File: config.mk
export PLATFORM = sky130hd
export DESIGN_NAME = drive_motor_ramp_sequencer
export DESIGN_NICKNAME = d
export VERILOG_FILES = /design/src/design/dmrs_pkg.sv /design/src/design/dmrs_target.sv /design/src/design/dmrs_seq.sv /design/src/design/drive_motor_ramp_sequencer.sv
export SDC_FILE = /design/constraint.sdc
export NUM_CORES = 1
export LEC_CHECK = 0
export ABC_AREA = 1
export BUFFER_PORTS_ARGS = -buffer_cell sky130_fd_sc_hd__buf_2
export CORE_MARGIN = 4
export CORE_UTILIZATION = 52
export DETAILED_ROUTE_END_ITERATION = 12
export GPL_TIMING_DRIVEN = 0
export PLACE_DENSITY = 0.86
export SYNTH_ARGS = -nofsm -noshare
export SYNTH_HDL_FRONTEND = slang
export SYNTH_SLANG_ARGS = --single-unit
export TNS_END_PERCENT = 30
File: constraint.sdc
create_clock -name clk -period 3.1 [get_ports clk]
set_clock_uncertainty 0.2 [all_clocks]
set_input_delay 0.62 -clock clk [delete_from_list [all_inputs] [get_ports clk]]
set_output_delay 0.62 -clock clk [all_outputs]
set_load 0.005 [all_outputs]
File: src/design/dmrs_pkg.sv
`default_nettype none
package dmrs_pkg;

  localparam int TableRowsDefault = 7;
  localparam int TableRowsMax = 16;
  localparam int StepCount = 6;

  localparam logic [2:0] StepTop = 3'd5;
  localparam logic [2:0] StepReverseTop = 3'd3;
  localparam logic [2:0] StepOffCenter = 3'd4;
  localparam logic [7:0] HandKeyLevel = 8'd105;
  localparam logic [8:0] AutoRowBonus = 9'd12;
  localparam logic [2:0] AutoBonusRow = 3'd1;

  localparam logic [3:0] WaitPhase = 4'd2;
  localparam logic [3:0] WaitRamp = 4'd3;
  localparam logic [3:0] WaitStop = 4'd10;

  localparam logic [2:0] PH_START = 3'd0;
  localparam logic [2:0] PH_BRKOFF = 3'd1;
  localparam logic [2:0] PH_ACCEL = 3'd2;
  localparam logic [2:0] PH_RAMP = 3'd3;
  localparam logic [2:0] PH_STOP = 3'd4;
  localparam logic [2:0] PH_END = 3'd5;

  localparam logic [1:0] REG_TABLE_ROW = 2'd0;
  localparam logic [1:0] REG_IDLE_OFFSET = 2'd1;
  localparam logic [1:0] REG_AUTO_HIGH = 2'd2;
  localparam logic [1:0] REG_AUTO_LOW = 2'd3;

  localparam logic CMD_TICK = 1'b0;
  localparam logic CMD_START = 1'b1;

  localparam logic [7:0] SPEED_TAB [TableRowsMax][StepCount] = '{
    '{8'd0, 8'd93, 8'd100, 8'd108, 8'd116, 8'd124},
    '{8'd1, 8'd94, 8'd109, 8'd124, 8'd139, 8'd152},
    '{8'd2, 8'd94, 8'd100, 8'd124, 8'd139, 8'd152},
    '{8'd3, 8'd98, 8'd110, 8'd124, 8'd139, 8'd152},
    '{8'd4, 8'd102, 8'd114, 8'd124, 8'd139, 8'd152},
    '{8'd5, 8'd105, 8'd118, 8'd124, 8'd139, 8'd152},
    '{8'd9, 8'd105, 8'd115, 8'd130, 8'd135, 8'd145},
    '{default: 8'd0},
    '{default: 8'd0},
    '{default: 8'd0},
    '{default: 8'd0},
    '{default: 8'd0},
    '{default: 8'd0},
    '{default: 8'd0},
    '{default: 8'd0},
    '{default: 8'd0}
  };

  // Field order is highest bit first, so the low bits of tdata map directly.
  typedef struct packed {
    logic       auto_run;
    logic       auto_drive_key;
    logic       remote_drive_key;
    logic       local_drive_key;
    logic       hand_key_mode;
    logic       auto_high_speed;
    logic       auto_condition;
    logic       at_center;
    logic [2:0] speed_step;
    logic       start_forward;
  } item_t;

  typedef struct packed {
    logic [2:0] table_row;
    logic [6:0] idle_offset;
    logic [7:0] auto_high_level;
    logic [7:0] auto_low_level;
  } cfg_t;

  typedef struct packed {
    logic [2:0] phase;
    logic       motor_active;
    logic       brake_engaged;
    logic       forward_out;
    logic [7:0] dac_level;
  } result_t;

  function automatic logic [7:0] speed_level(input logic [3:0] row, input logic [2:0] col);
    return SPEED_TAB[row][col];
  endfunction

endpackage
`default_nettype wire

File: src/design/dmrs_target.sv
`default_nettype none
module dmrs_target #(
  parameter int TABLE_ROWS = dmrs_pkg::TableRowsDefault
) (
  input  wire dmrs_pkg::cfg_t  cfg,
  input  wire dmrs_pkg::item_t item,
  input  wire logic            direction,
  output logic [7:0]           target
);

  localparam logic [3:0] RowLast = 4'(TABLE_ROWS - 1);

  logic [3:0] row;
  logic [2:0] sp;
  logic [2:0] col;
  logic [8:0] lvl;

  always_comb begin
    row = ({1'b0, cfg.table_row} > RowLast) ? RowLast : {1'b0, cfg.table_row};
    sp = (item.speed_step > dmrs_pkg::StepTop) ? dmrs_pkg::StepTop : item.speed_step;
    col = sp;
    // off center drops the top two steps by one column
    if (!item.at_center && sp >= dmrs_pkg::StepOffCenter) begin
      col = sp - 3'd1;
    end
    // reverse caps the column and overrides the off-center rule
    if (!direction) begin
      col = (sp > dmrs_pkg::StepReverseTop) ? dmrs_pkg::StepReverseTop : sp;
    end
    lvl = 9'(dmrs_pkg::speed_level(row, col)) + 9'(cfg.idle_offset);
    if (item.auto_condition) begin
      lvl = 9'(item.auto_high_speed ? cfg.auto_high_level : cfg.auto_low_level)
          + ((cfg.table_row == dmrs_pkg::AutoBonusRow) ? dmrs_pkg::AutoRowBonus : 9'd0);
    end
    if (item.hand_key_mode) begin
      lvl = 9'(dmrs_pkg::HandKeyLevel);
    end
    target = lvl[8] ? 8'hFF : lvl[7:0];
  end

endmodule
`default_nettype wire

File: src/design/dmrs_seq.sv
`default_nettype none
module dmrs_seq (
  input  wire logic             clk,
  input  wire logic             rst,
  input  wire logic             step,
  input  wire logic             cmd,
  input  wire dmrs_pkg::item_t  item,
  input  wire logic [7:0]       new_target,
  output logic                  direction,
  output dmrs_pkg::result_t     result
);

  logic [2:0] seq_phase, seq_phase_next;
  logic [3:0] wait_count, wait_count_next;
  logic [7:0] target_level, target_level_next;
  logic [7:0] duty_level, duty_level_next;
  logic       active_flag, active_flag_next;
  logic       direction_flag, direction_flag_next;
  logic       brake_flag, brake_flag_next;
  logic       drive_key;

  assign direction = direction_flag;
  assign drive_key = item.local_drive_key || item.remote_drive_key
                     || (item.auto_run && item.auto_drive_key);

  always_comb begin
    seq_phase_next = seq_phase;
    wait_count_next = wait_count;
    target_level_next = target_level;
    duty_level_next = duty_level;
    active_flag_next = active_flag;
    direction_flag_next = direction_flag;
    brake_flag_next = brake_flag;
    if (cmd == dmrs_pkg::CMD_START) begin
      direction_flag_next = item.start_forward;
      active_flag_next = 1'b1;
      seq_phase_next = dmrs_pkg::PH_START;
      wait_count_next = 4'd0;
    end else begin
      if (wait_count != 4'd0) begin
        wait_count_next = wait_count - 4'd1;
      end
      if (active_flag) begin
        if (!drive_key && seq_phase != dmrs_pkg::PH_STOP) begin
          seq_phase_next = dmrs_pkg::PH_STOP;
          target_level_next = 8'd0;
          wait_count_next = dmrs_pkg::WaitStop;
        end
        if (wait_count_next == 4'd0) begin
          unique case (seq_phase_next)
            dmrs_pkg::PH_START: begin
              wait_count_next = dmrs_pkg::WaitPhase;
              seq_phase_next = dmrs_pkg::PH_BRKOFF;
            end
            dmrs_pkg::PH_BRKOFF: begin
              brake_flag_next = 1'b0;
              wait_count_next = dmrs_pkg::WaitPhase;
              seq_phase_next = dmrs_pkg::PH_ACCEL;
            end
            dmrs_pkg::PH_ACCEL: begin
              target_level_next = new_target;
              wait_count_next = dmrs_pkg::WaitPhase;
              seq_phase_next = dmrs_pkg::PH_RAMP;
            end
            dmrs_pkg::PH_RAMP: begin
              // step the duty level toward target; at target, go back to recompute it
              if (target_level_next == duty_level) begin
                seq_phase_next = dmrs_pkg::PH_ACCEL;
              end else if (target_level_next > duty_level) begin
                duty_level_next = duty_level + 8'd1;
              end else begin
                duty_level_next = duty_level - 8'd1;
              end
              wait_count_next = dmrs_pkg::WaitRamp;
            end
            dmrs_pkg::PH_STOP: begin
              if (duty_level != 8'd0) begin
                duty_level_next = duty_level - 8'd1;
                wait_count_next = dmrs_pkg::WaitStop;
              end else begin
                target_level_next = 8'd0;
                brake_flag_next = 1'b1;
                active_flag_next = 1'b0;
                seq_phase_next = dmrs_pkg::PH_END;
              end
            end
            default: begin
            end
          endcase
        end
      end
    end
  end

  always_ff @(posedge clk) begin
    if (rst) begin
      seq_phase <= dmrs_pkg::PH_END;
      wait_count <= 4'd0;
      target_level <= 8'd0;
      duty_level <= 8'd0;
      active_flag <= 1'b0;
      direction_flag <= 1'b1;
      brake_flag <= 1'b1;
    end else if (step) begin
      seq_phase <= seq_phase_next;
      wait_count <= wait_count_next;
      target_level <= target_level_next;
      duty_level <= duty_level_next;
      active_flag <= active_flag_next;
      direction_flag <= direction_flag_next;
      brake_flag <= brake_flag_next;
    end
  end

  always_comb begin
    result.dac_level = duty_level_next;
    result.forward_out = direction_flag_next;
    result.brake_engaged = brake_flag_next;
    result.motor_active = active_flag_next;
    result.phase = seq_phase_next;
  end

endmodule
`default_nettype wire

File: src/design/drive_motor_ramp_sequencer.sv
// Path: an input item is held in the input register, then its result is registered
// on m_tvalid/m_tdata once the result stage is free.
// Throughput: 1 item per cycle while m_tready is high; an input register and a result
// register frame the sequencer and target-lookup logic, and state updates as the result loads.
// Reset (rst, synchronous, active high): phase end, brake engaged, forward,
// level and target 0, registers 0, both stream stages empty.
`default_nettype none
module drive_motor_ramp_sequencer #(
  parameter int TABLE_ROWS = dmrs_pkg::TableRowsDefault
) (
  input  wire logic        clk,
  input  wire logic        rst,
  input  wire logic        s_tvalid,
  output logic             s_tready,
  // [0] start_forward, [3:1] speed_step, [4] at_center, [5] auto_condition,
  // [6] auto_high_speed, [7] hand_key_mode, [8] local_drive_key,
  // [9] remote_drive_key, [10] auto_drive_key, [11] auto_run, [15:12] zero
  input  wire logic [15:0] s_tdata,
  // [0] cmd
  input  wire logic        s_tuser,
  output logic             m_tvalid,
  input  wire logic        m_tready,
  // [7:0] dac_level, [8] forward_out, [9] brake_engaged, [10] motor_active,
  // [13:11] phase, [15:14] zero
  output logic [15:0]      m_tdata,
  input  wire logic        cfg_valid,
  output logic             cfg_ready,
  input  wire logic [1:0]  cfg_index,
  input  wire logic [7:0]  cfg_data
);

  dmrs_pkg::cfg_t    cfg;
  dmrs_pkg::item_t   in_item;
  dmrs_pkg::result_t result;
  logic              in_cmd;
  logic              in_valid;
  logic              out_free;
  logic              step;
  logic              direction;
  logic [7:0]        new_target;

  assign cfg_ready = 1'b1;
  assign out_free = !m_tvalid || m_tready;
  assign step = in_valid && out_free;
  assign s_tready = !in_valid || out_free;

  always_ff @(posedge clk) begin
    if (rst) begin
      cfg <= '0;
    end else if (cfg_valid) begin
      unique case (cfg_index)
        dmrs_pkg::REG_TABLE_ROW: cfg.table_row <= cfg_data[2:0];
        dmrs_pkg::REG_IDLE_OFFSET: cfg.idle_offset <= cfg_data[6:0];
        dmrs_pkg::REG_AUTO_HIGH: cfg.auto_high_level <= cfg_data;
        dmrs_pkg::REG_AUTO_LOW: cfg.auto_low_level <= cfg_data;
      endcase
    end
  end

  always_ff @(posedge clk) begin
    if (rst) begin
      in_valid <= 1'b0;
    end else if (s_tvalid && s_tready) begin
      in_valid <= 1'b1;
    end else if (step) begin
      in_valid <= 1'b0;
    end
  end

  always_ff @(posedge clk) begin
    if (s_tvalid && s_tready) begin
      in_item <= dmrs_pkg::item_t'(s_tdata[11:0]);
      in_cmd <= s_tuser;
    end
  end

  dmrs_target #(
    .TABLE_ROWS(TABLE_ROWS)
  ) u_target (
    .cfg(cfg),
    .item(in_item),
    .direction(direction),
    .target(new_target)
  );

  dmrs_seq u_seq (
    .clk(clk),
    .rst(rst),
    .step(step),
    .cmd(in_cmd),
    .item(in_item),
    .new_target(new_target),
    .direction(direction),
    .result(result)
  );

  always_ff @(posedge clk) begin
    if (rst) begin
      m_tvalid <= 1'b0;
    end else if (step) begin
      m_tvalid <= 1'b1;
    end else if (m_tready) begin
      m_tvalid <= 1'b0;
    end
  end

  always_ff @(posedge clk) begin
    if (step) begin
      m_tdata <= {2'b00, result};
    end
  end

endmodule
`default_nettype wire

==> results by group <==
Run status
  • Violated checks: negative setup slack
  • Status: finished, violations left

Clock network
  • Clock transition at path regs: roughly 0.090 ns
  • CTS Hold Bufs: 0
  • CTS tree: yes
  • Clk Latency, worst-skew pair: 0.38 ns
  • CTS Buf Count: 9
  • Clk sinks: 81
  • CTS root buf: clkbuf_8
  • Longest Clk Path Bufs: 2
  • Htree depth: 3

Drt
  • DR DRC count: 0
  • Final wirelength: about 14,000 um
  • DR iter-0 viols: 470
  • Vias per cell: between 5 and 6
  • Routed via count: around 5,400
  • WL/cell: ~14 um
  • Antenna-violating nets left: 0
  • DR pass1 iterations: 5

Min path
  • Path type of the worst min-delay path: in -> reg

Synth
  • Synth warn: 0
  • Netlist Area Pre-Place: 0.00545 sq mm
  • Syn Area/Cell: 7.20 sq um
  • Flops & latches, synth: 81
  • Seq/Total Area, Yosys: 0.347
  • Cells after synthesis: ~760
  • Distinct cells, synth: slightly below 50

Pwr
  • Peak supply drop: 0.362 mV
  • Clock power share: 0.313
  • Comb pwr share: 0.270
  • Internal power: about 1900 uW
  • P_sw: between 900 and 1000 uW
  • Leak: around 0.0030 uW
  • Pwr Density: approximately 440 mW/mm^2
  • Seq pwr share: 0.417
  • Sw Ratio: 0.334

STA
  • Slew at the pin closest to its max-slew limit: around 0.85 ns
  • Hold Fails Final Rpt: 0
  • Tcrit/Tclk final: 1.15
  • Unrepaired setup endpoints after global routing: yes
  • Slew HR: 0.432
  • Setup ws final: -0.477 ns
  • Final setup violation count: 8
  • F_max: roughly 280 MHz
  • Hold slack final: 0.214 ns
  • Final Max Tran Viols: 0
  • Tmin final: roughly 3.6 ns

Placement
  • Routability cong.: 0.962
  • Port buffer count: 43
  • Placed wire-length estimate: 9580 um
  • Dpl ws: -0.496 ns

Worst setup path
  • Arrival time worst endpoint: roughly 3.6 ns
  • Max Fanout on Critical Path: 6
  • CP startpoint kind: register
  • Worst setup EP type: register
  • CP required: 3.15 ns
  • Crit Path Category: reg -> reg

Global routing
  • Largest net degree at the start of global routing: 24
  • Initial antenna violation count: 0
  • First-pass GRT wire length: around 22,000 um
  • Gr ovfl total: 0
  • Vias in the first global route: 4,851
  • Total Routing Usage GR: 0.226

Floorplan
  • Die W: roughly 110 um
  • Die area: between 0.01 and 0.015 sq mm
  • Initial Utilization: 0.530
  • Site row count: 37
  • # IOs: roughly 50
  • Core ar.: between 0.01 and 0.015 sq mm
  • Die Span Y: approximately 110 um

Finish
  • Final net count: ~900
  • Share of cells above drive strength 1: 0.236
  • Layout area overhead: 18.4%
  • Number of diodes: 0

Flow run
  • Max_cap viols: 0
-- layout make-up --
class | instances | area [sq um]
clock inverters | 7 | 101
fillers | 883 | 3830
inverters | 116 | 445
multi-input cells | 537 | 3170
repair buffers | 70 | 422
clock buffers | 9 | 124
well taps | 136 | 170
plain buffers | 23 | 118
flip-flops and latches | 81 | 1900
-- registers in the layout, summed over array words and instances (netlist names) --
register            count
m_tvalid                1
u_seq.direction         1
in_valid                1
in_cmd                  1
u_seq.target_level      8
u_seq.wait_count        4
m_tdata                14
cfg                    26
u_seq.active_flag       1
in_item                12
u_seq.seq_phase         3
u_seq.brake_flag        1
u_seq.duty_level        8
-- cell families (layout without fill, tap and decap cells) --
kind of cell | Yosys count | count (layout) | share of synthesized area
flip-flops | 81 | 81 | 0.347
AND/OR/NAND/NOR | 301 | 301 | 0.261
XOR/XNOR | 12 | 12 | 0.0207
buffers and inverters | 139 | 225 | 0.103
other | 2 | 3 | 0.00138
adder cells (fa/ha/maj) | 28 | 28 | 0.0671
AO/OA/AOI/OAI | 193 | 193 | 0.199
-- critical path: stages (launching register included) --
cell and delay (ns):
edfxtp_1 0.44, nand2_2 0.09, nand2_2 0.09, inv_2 0.05, ha_4 0.27, o21ai_2 0.06, nand2_2 0.17, nand2_2 0.08
o21ai_2 0.17, o22ai_2 0.11, a21oi_2 0.12, ha_2 0.21, inv_2 0.04, fa_2 0.37, buf_4 0.15, buf_4 0.12
nor2_1 0.11, o21ai_0 0.10, o211ai_1 0.15, nand2_2 0.09, nand2_1 0.06, nand2_1 0.05, nand2_1 0.07, a21oi_2 0.06
-- routing by layer --
| metal | wire length (um) | GRT usage | share of wire |
|---|---|---|---|
| met5 | 0 | 0 | 0 |
| met4 | 325 | 0.0880 | 0.023 |
| met3 | 1050 | 0.0419 | 0.075 |
| met2 | 6570 | 0.364 | 0.47 |
| met1 | 6010 | 0.302 | 0.43 |
-- synthesized netlist by cell type (all sizes together) --
cell type | number | area (sq um)
conb | 2 | 7.51
buf | 10 | 68.8
o211ai | 9 | 67.6
edfxtp | 27 | 811
nor3 | 11 | 71.3
o21a | 1 | 7.51
dfxtp | 54 | 1080
a21o | 1 | 7.51
a31oi | 7 | 43.8
a221oi | 2 | 17.5
a211oi | 1 | 7.51
a22oi | 4 | 30.0
ha | 26 | 325
o21bai | 1 | 11.3
clkbuf | 13 | 48.8
xnor2 | 1 | 8.76
xor2 | 11 | 104
o31ai | 2 | 15.0
nand3b | 4 | 30.0
nor2 | 75 | 328
nand3 | 53 | 320
o22ai | 3 | 18.8
o21ai | 87 | 477
inv | 116 | 443
a21oi | 75 | 383
nand4 | 9 | 77.6
nand2 | 148 | 588
fa | 2 | 40.0
nor4 | 1 | 6.26
-- cells in the final DEF (no fill, tap or decap), types with 3 or more instances in the layout --
| cell type | n |
|---|---|
| a21oi_1 | 65 |
| a21oi_2 | 9 |
| a22oi_1 | 4 |
| a31oi_1 | 6 |
| buf_2 | 47 |
| buf_4 | 31 |
| clkbuf_1 | 13 |
| clkbuf_8 | 9 |
| conb_1 | 3 |
| dfxtp_1 | 52 |
| edfxtp_1 | 27 |
| ha_1 | 22 |
| ha_2 | 3 |
| inv_1 | 96 |
| inv_2 | 18 |
| nand2_1 | 125 |
| nand2_2 | 17 |
| nand2_4 | 6 |
| nand3_1 | 44 |
| nand3_2 | 6 |
| nand3_4 | 3 |
| nand3b_1 | 4 |
| nand4_1 | 7 |
| nor2_1 | 62 |
| nor2_2 | 9 |
| nor2_4 | 3 |
| nor3_1 | 9 |
| o211ai_1 | 9 |
| o21ai_0 | 65 |
| o21ai_1 | 10 |
| o21ai_2 | 11 |
| xor2_1 | 10 |
-- metrics by stage --
stage	TNS (ns)	cells	power, uW	utilization	cell area [sq um]
6_report	-3.10	979	2840	0.627	6440
3_5_place_dp	-3.18	936	1860	0.569	5850
3_3_place_gp	-2.91	936	1840	0.569	5850
4_1_cts	-1.92	964	2760	0.603	6190
5_1_grt	-5.23	979	2980	0.627	6440
2_1_floorplan	-0.0438	757	1700	-	5460
-- power groups by stage --
stage               sequential (uW)  clock (uW)  combinational [uW]
floorplan                      1200           0                 497
global placement               1210           0                 636
detailed placement             1210           0                 647
CTS                            1190         896                 681
global route                   1190         942                 849
finish                         1190         889                 767
-- timing repair --
item / in CTS / in global routing
pin swaps: 4 / 31
resized for setup: 8 / 46
hold endpoints to repair: 0 / 0
buffers inserted: 12 / 15
setup endpoints to repair: 8 / 14
-- final timing paths --
path         slack (ns)  depth (start not counted)                 start                                  to
max reg2reg       -0.48                         23  in_item[3]$_DFFE_PP_  u_seq.target_level[2]$_SDFFE_PP0P_
max               -0.48                         23  in_item[3]$_DFFE_PP_  u_seq.target_level[2]$_SDFFE_PP0P_
min                0.21                          1            s_tdata[4]                in_item[4]$_DFFE_PP_
min reg2reg        0.25                          2   cfg[5]$_SDFFE_PP0P_                 cfg[5]$_SDFFE_PP0P_
(Power assumes the default switching activity.)
